### src/design/srs_pkg.sv
// Shared types and constants for the secant root search block.
`default_nettype none
package srs_pkg;
  localparam int unsigned FRAC_BITS_DEF = 24;
  localparam logic [7:0]  MAX_ITER_RST  = 8'd20;
  localparam logic [30:0] TOL_RST       = 31'd168;
  localparam logic [30:0] MAX_STEP_RST  = 31'd41943040;
  localparam logic [30:0] MIN_SPR_RST   = 31'd17;

  localparam logic [1:0] REG_MAX_ITER = 2'd0;
  localparam logic [1:0] REG_TOL      = 2'd1;
  localparam logic [1:0] REG_MAX_STEP = 2'd2;
  localparam logic [1:0] REG_MIN_SPR  = 2'd3;

  localparam int unsigned DIV_W = 64;
  localparam int unsigned CNT_W = 7;

  typedef enum logic [3:0] {
    ST_IDLE, ST_UPDATE, ST_MUL1, ST_MUL2, ST_DIV, ST_GUESS, ST_OUT
  } state_t;

  typedef struct packed {
    logic load_in;
    logic update;
    logic mul1;
    logic div_start;
    logic div_step;
    logic guess;
    logic out_valid;
  } srs_cmd_t;

  typedef struct packed {
    logic div_done;
  } srs_sts_t;
endpackage
`default_nettype wire

### src/design/srs_ctrl.sv
// Controller state machine for the secant root search.
`default_nettype none
module srs_ctrl (
  input  wire logic clk,
  input  wire logic rst_n,
  input  wire logic in_valid,
  output logic      in_ready,
  input  wire logic out_ready,
  input  wire srs_pkg::srs_sts_t sts,
  output srs_pkg::srs_cmd_t cmd
);
  import srs_pkg::*;
  state_t state_r, state_nxt;

  always_ff @(posedge clk) begin
    if (!rst_n) state_r <= ST_IDLE;
    else state_r <= state_nxt;
  end

  always_comb begin
    state_nxt = state_r;
    case (state_r)
      ST_IDLE:   if (in_valid) state_nxt = ST_UPDATE;
      ST_UPDATE: state_nxt = ST_MUL1;
      ST_MUL1:   state_nxt = ST_MUL2;
      ST_MUL2:   state_nxt = ST_DIV;
      ST_DIV:    if (sts.div_done) state_nxt = ST_GUESS;
      ST_GUESS:  state_nxt = ST_OUT;
      ST_OUT:    if (out_ready) state_nxt = ST_IDLE;
      default:   state_nxt = ST_IDLE;
    endcase
  end

  always_comb begin
    cmd = '0;
    in_ready = 1'b0;
    case (state_r)
      ST_IDLE:   begin in_ready = 1'b1; cmd.load_in = in_valid; end
      ST_UPDATE: cmd.update = 1'b1;
      ST_MUL1:   cmd.mul1 = 1'b1;
      ST_MUL2:   cmd.div_start = 1'b1;
      ST_DIV:    cmd.div_step = 1'b1;
      ST_GUESS:  cmd.guess = 1'b1;
      ST_OUT:    cmd.out_valid = 1'b1;
      default:   cmd = '0;
    endcase
  end
endmodule
`default_nettype wire

### config.mk
export PLATFORM = sky130hd
export DESIGN_NAME = srs_ctrl
export DESIGN_NICKNAME = d
export VERILOG_FILES = /design/src/design/srs_pkg.sv /design/src/design/srs_ctrl.sv
export SDC_FILE = /design/constraint.sdc
export NUM_CORES = 1
export LEC_CHECK = 0
export BUFFER_PORTS_ARGS = -buffer_cell sky130_fd_sc_hd__buf_2
export CAP_MARGIN = 20
export CORE_AREA = 3 3 40 42
export CTS_CLUSTER_DIAMETER = 100
export DETAILED_ROUTE_END_ITERATION = 6
export DIE_AREA = 0 0 43 45
export HOLD_SLACK_MARGIN = 0.05
export SLEW_MARGIN = 20
export SYNTH_ARGS = -nofsm -noshare
export SYNTH_HDL_FRONTEND = slang
export SYNTH_SLANG_ARGS = --single-unit
### constraint.sdc
create_clock -name clk -period 0.9 [get_ports clk]
set_input_delay 0.045 -clock clk [delete_from_list [all_inputs] [get_ports clk]]
set_output_delay 0.045 -clock clk [all_outputs]
set_load 0.05 [all_outputs]
==> impl_metrics.json, run 1 <==
{
  "grt_max_degree": 11,
  "coreArea_mm2": 0.00128,
  "area_delta_synth_final_pct": 134,
  "cts_tree": "done",
  "finalCritPeriodShare_pct": 127,
  "cts_buffer_depth": 2,
  "largest_register_ffs": 3,
  "layout-drive-gt1-share_pct": 78.0,
  "synthesis.area_um2": 225,
  "setup_slack_ns": -0.244,
  "r2r_slack_ns": -0.17,
  "synth_flop_cell": "dfxtp_1",
  "viasPerCell": 4.17,
  "max_freq_mhz": 874,
  "drt_iter0_drc": 6,
  "hold_path_depth": 4,
  "syn-num-nets": 30,
  "num_vias": 271,
  "place_inst": 54,
  "rsz0062_at_grt": "yes",
  "worst_r2r_endpoint": "state_r[0]",
  "power_density_mw_per_mm2": 1430,
  "grt_use_total_pct": 8.33,
  "cpPeakStageDelay_ns": 0.38,
  "layout.nets": 56,
  "regMostFlops": "state_r",
  "synth_cell_types": 15,
  "wl_per_cell_um": 11.2,
  "firstDrtPassIters": 3,
  "yosys-top-cells-area": "dfxtp_1 27%, buf_6 10%, nor3b_1 10%",
  "r2r_start": "state_r[1]",
  "leakagePower_nw": 0.237,
  "die_area_mm2": 0.00194,
  "status": "complete, but fails checks",
  "cp_num_buf_inv": 2,
  "synthCells": 25,
  "dp.final_hpwl_um": 424,
  "root_buffer": "clkbuf_4",
  "antenna_found_initial": 0,
  "cpLargestDelayFamily": "flip-flops",
  "tightest_slew_ns": 0.165,
  "period_needed_ns": 1.14,
  "grt_overflow_total": 0,
  "cp_max_fo": 6,
  "io-pin-count": 13,
  "cpMostUsedCell": "buf_6",
  "setup.worst_path.end_class": "output pin",
  "cp_cell_sequence": "buf_6 -> nor3b_4 -> buf_6",
  "initial_utilization_pct": 17.5,
  "setup_viol": 11,
  "slew_violations": 0,
  "synth_edf_count": 0,
  "grt_pass1_wl_um": 1100,
  "crit_required_ns": 0.85,
  "violations": "negative setup slack",
  "relSlewSlack_pct": 88.9,
  "totalWireLength_um": 730,
  "dieWidth_um": 43,
  "finalNonFillerCells": 65,
  "clock_latency_ns": 0.24,
  "die_h_um": 45,
  "reg_top3": "state_r (3)",
  "hold_class": "primary input to flop",
  "gp_congestion": 0.633,
  "seq_area_frac_synth_pct": 26.7,
  "maxCapViolCount": 0,
  "finalHoldViolCount": 0,
  "numPortBuffers": 12,
  "final_antenna_net_count": 0,
  "worst_hold_path.endpoint": "state_r[2]",
  "syn_avg_cell_area_um2": 9.01,
  "ys_ff_latch": 3,
  "ir_worst_vdd_mv": 0.431,
  "insertedDiodeCount": 0,
  "synth_common_cells": "3 x dfxtp_1, 3 x nor3b_1",
  "hold_start": "out_ready",
  "async_flop_share_pct": 0,
  "post-place-ws_ns": -0.232,
  "synth_top_area_cell": "dfxtp_1",
  "ys_warn_count": 0,
  "grt_pass1_vias": 255,
  "rows": 13,
  "fillCellCount": 131,
  "clock-sinks": 3,
  "finalCoreUtilization_pct": 41.0,
  "skew_ns": 0.00375,
  "r2r_cells": 5,
  "cts_made_buffers": 3,
  "critical_path_class": "flop to output pin",
  "htree_num_levels": 1,
  "crit_path_top_delay_cell": "dfxtp_4",
  "clk_pin_slew_ns": 0.04,
  "startpoint_type": "flop",
  "critPathArrivalTime_ns": 1.10,
  "synth_top_area_share_pct": 26.7,
  "drc": 0
}
-- cell usage in the layout (no fill, tap or decap) --
cell type      netlist  routed
a21oi_1              2       1
dlygate4sd3_1        0       1
nor3b_2              0       2
nor3_4               1       1
o21ai_1              2       1
nand3b_1             1       1
nor2b_1              2       2
buf_8                0       5
and3b_2              2       2
clkbuf_1             0       1
nand2_1              1       1
buf_4                1       7
and3b_1              1       1
nor3b_4              0       1
o21ai_2              0       1
a21oi_2              0       1
buf_2                0       4
nor2_4               0       1
nor2_1               2       1
and2_4               0       1
buf_6                2       7
clkbuf_4             0       3
mux2i_1              1       1
dfxtp_4              0       3
-- worst max-delay path by stage --
stage | start | end | slack (ns) | depth (start not counted)
2_1_floorplan | state_r[2] | cmd[6] | -0.40 | 3
3_3_place_gp | state_r[1] | cmd[3] | -0.20 | 2
3_5_place_dp | state_r[1] | cmd[3] | -0.23 | 2
4_1_cts | state_r[2] | cmd[6] | -0.23 | 3
5_1_grt | state_r[2] | cmd[6] | -0.29 | 3
6_report | state_r[1] | cmd[4] | -0.24 | 3
-- worst register-to-register path, delay by kind of cell (launching register included) --
kind	cells	cell delay, ns
AO/OA/AOI/OAI	1	0.09
AND/OR/NAND/NOR	2	0.31
flip-flops	1	0.36
buffers and inverters	2	0.25
-- layer usage --
| metal | GRT usage (%) | vias to the layer above | routed length (µm) |
|---|---|---|---|
| li1 | - | 136 | - |
| met1 | 7.47 | 124 | 270 |
| met2 | 14.4 | 9 | 413 |
| met3 | 3.59 | 2 | 29 |
| met4 | 7.23 | 0 | 17 |
| met5 | 0 | - | 0 |
-- area by class of cell --
type                       count  area [µm²]  area share (%)
sequential                     3        71.3            13.5
multi-input combinational     19         174            33.0
timing repair buffer          24         236            44.9
clock buffer                   4        26.3            4.99
tap                           15        18.8            3.56
-- repair_timing --
item | in CTS | in global routing
hold endpoints to repair | 2 | 0
hold buffers | 1 | 0
setup endpoints to repair | 11 | 11
resized for setup | 29 | 7
pin swaps | 4 | 5
setup buffers | 3 | 3
-- cell families (layout without fill, tap and decap cells) --
family	count (synthesis)	in the layout	synth area share, %
simple gates	14	14	46.7
compound gates	4	4	8.89
flops	3	3	26.7
mux	1	1	4.44
buf+inv	3	28	13.3
-- report_power, final --
| part | switching, W | internal (W) |
|---|---|---|
| Combinational | 0.000162 | 0.000172 |
| Clock | 0.0000790 | 0.000167 |
| Sequential | 0.0000285 | 0.000143 |
| Total | 0.000270 | 0.000483 |
-- through the flow --
stage	instance area, µm²	setup TNS [ns]	hold slack [ns]	total power [W]
finish	527	-2.06	0.169	0.000752
global route	527	-2.54	0.224	0.000790
CTS	483	-1.72	0.172	0.000721
detailed placement	337	-1.87	0.291	0.000392
global placement	337	-1.56	0.292	0.000387
floorplan	250	-1.31	0.173	0.000344
(Power assumes the default switching activity.)
==> run 2: changes to the inputs <==
--- a/config.mk
+++ b/config.mk
@@ -5,6 +5,7 @@
 export SDC_FILE = /design/constraint.sdc
 export NUM_CORES = 1
 export LEC_CHECK = 0
+export ABC_AREA = 1
 export BUFFER_PORTS_ARGS = -buffer_cell sky130_fd_sc_hd__buf_2
 export CAP_MARGIN = 20
 export CORE_AREA = 3 3 40 42
==> impl_metrics.json, run 2 <==
{
  "synth_common_cells": "6 x inv_1, 5 x nand2_1, 5 x nor2_1",
  "synth_top_area_cell": "dfxtp_1",
  "die_h_um": 45,
  "synth_top_area_share_pct": 24.6,
  "layout.nets": 63,
  "synthMostInstantiatedCell": "inv_1",
  "num_vias": 285,
  "ys_warn_count": 0,
  "insertedDiodeCount": 0,
  "coreArea_mm2": 0.00128,
  "initial_utilization_pct": 19.0,
  "firstDrtPassIters": 4,
  "reg_top3": "state_r (3)",
  "setup_viol": 11,
  "drc": 0,
  "dieWidth_um": 43,
  "yosys-top-cells-area": "dfxtp_1 25%, inv_1 9.2%, nor2_4 9.2%",
  "r2r_start": "state_r[0]",
  "setup_slack_ns": -0.209,
  "synth_cell_types": 15,
  "synthCells": 37,
  "drt_iter0_drc": 3,
  "clk_pin_slew_ns": 0.04,
  "cpMostUsedCell": "buf_6",
  "status": "complete, but fails checks",
  "startpoint_type": "flop",
  "period_needed_ns": 1.11,
  "wl_per_cell_um": 9.56,
  "viasPerCell": 3.96,
  "crit_path_top_delay_cell": "dfxtp_2",
  "place_inst": 66,
  "cts_tree": "done",
  "finalNonFillerCells": 72,
  "violations": "negative setup slack",
  "max_freq_mhz": 902,
  "maxCapViolCount": 0,
  "dp.final_hpwl_um": 514,
  "root_buffer": "clkbuf_4",
  "setup.worst_path.end_class": "output pin",
  "regMostFlops": "state_r",
  "layout-drive-gt1-share_pct": 78.9,
  "totalWireLength_um": 688,
  "numPortBuffers": 12,
  "fin_total_pwr_w": 0.000887,
  "fin_area_um2": 532,
  "finalCritPeriodShare_pct": 123,
  "die_area_mm2": 0.00194,
  "syn-num-nets": 42,
  "area_delta_synth_final_pct": 118,
  "skew_ns": 0.000984,
  "final_cell_mix": "7 x buf_6, 6 x nor2_4",
  "power_density_mw_per_mm2": 1670,
  "placed_cell_area_um2": 383,
  "largest_register_ffs": 3,
  "synth_edf_count": 0,
  "startpoint": "state_r[2]",
  "grt_overflow_total": 0,
  "tightest_slew_ns": 0.141,
  "finalHoldViolCount": 0,
  "seq_area_um2": 68.8,
  "grt_max_degree": 7,
  "critical_path_class": "flop to output pin",
  "hold_start": "rst_n",
  "grt_pass1_vias": 328,
  "seq_area_frac_synth_pct": 24.6,
  "async_flop_share_pct": 0,
  "gp_congestion": 0.742,
  "grt_pass1_wl_um": 1280,
  "fillCellCount": 130,
  "htree_num_levels": 1,
  "antenna_found_initial": 0,
  "cp_cell_sequence": "buf_6 -> nor3_4 -> buf_6",
  "clock-sinks": 3,
  "leakagePower_nw": 0.243,
  "cp_max_fo": 6,
  "finalCoreUtilization_pct": 41.4,
  "syn_avg_cell_area_um2": 6.59,
  "mostFrequentLayoutCell": "buf_6",
  "relSlewSlack_pct": 90.5,
  "grt_use_total_pct": 8.89,
  "crit_required_ns": 0.85,
  "io-pin-count": 13,
  "final_antenna_net_count": 0,
  "slew_violations": 0,
  "multi_input_area_um2": 215,
  "synthesis.area_um2": 244,
  "cts_buffer_depth": 2,
  "critPathArrivalTime_ns": 1.06,
  "clock_latency_ns": 0.23,
  "ir_worst_vdd_mv": 0.873,
  "cts_made_buffers": 3,
  "hold_buffers": 0,
  "ys_ff_latch": 3,
  "cpPeakStageDelay_ns": 0.33,
  "hold_class": "primary input to flop",
  "rows": 13,
  "synth_flop_cell": "dfxtp_1",
  "rsz0062_at_grt": "yes"
}
## run 2: cell types whose count changed in the layout (fill, tap and decap cells not counted), moves of 3 or more
| cell | change |
|---|---|
| nor2_4 | +5 |
| inv_1 | +4 |
| nand2_2 | +4 |
| buf_4 | -3 |
| buf_8 | -3 |
## run 2: stage by stage
stage | worst slack [ns] | hold WS [ns] | TNS, ns
after detailed placement | -0.0650 | 0.318 | -0.317
after global placement | -0.0596 | 0.316 | -0.237
after CTS | -0.209 | 0.0742 | -1.51
after global routing | -0.252 | 0.0754 | -2.03
after floorplan | -0.249 | 0.186 | -1.05
final | -0.209 | 0.0759 | -1.44
## run 2: kinds of logic after synthesis
kind of cell | share of synthesized area, %
DFF | 24.6
AOI/OAI and AO/OA | 8.21
buffers and inverters | 16.9
and+or+nand+nor | 50.3
## run 2: layout make-up
class,instances,area share [%]
Sequential cell,3,12.9
Tap cell,15,3.53
Timing Repair Buffer,17,29.9
Inverter,8,8.24
Multi-Input combinational cell,25,40.5
Clock buffer,4,4.94
## run 2: where the power goes
group | total (W) | internal [W] | leakage, nW | switching, W
Sequential | 0.000193 | 0.000153 | 0.0264 | 0.0000405
Combinational | 0.000461 | 0.000181 | 0.202 | 0.000279
Clock | 0.000233 | 0.000166 | 0.0150 | 0.0000670
## run 2: critical path: cells and delay by family (launching register included)
kind,cells,cell delay (ns)
simple gates,1,0.18
flops,1,0.33
buf+inv,2,0.32
## run 2: final timing paths
| path | to | slack [ns] | cells past startpoint |
|---|---|---|---|
| worst max-delay path | cmd[6] | -0.21 | 3 |
| worst min-delay path | state_r[0] | 0.08 | 3 |
| worst max register to register | state_r[2] | -0.11 | 6 |
| worst min register to register | state_r[1] | 0.60 | 2 |
## run 2: layer usage
metal / share of wire (%) / up-vias / global-route usage (%)
met5: 0 / - / 0
li1: - / 151 / -
met2: 54 / 11 / 16.2
met4: 0 / 0 / 5.42
met3: 6.3 / 0 / 2.39
met1: 40 / 123 / 9.09
## run 2: timing repair
action,CTS,global route
buffers inserted,2,0
resized for setup,30,2
pin swaps,2,1
setup endpoints to repair,10,11
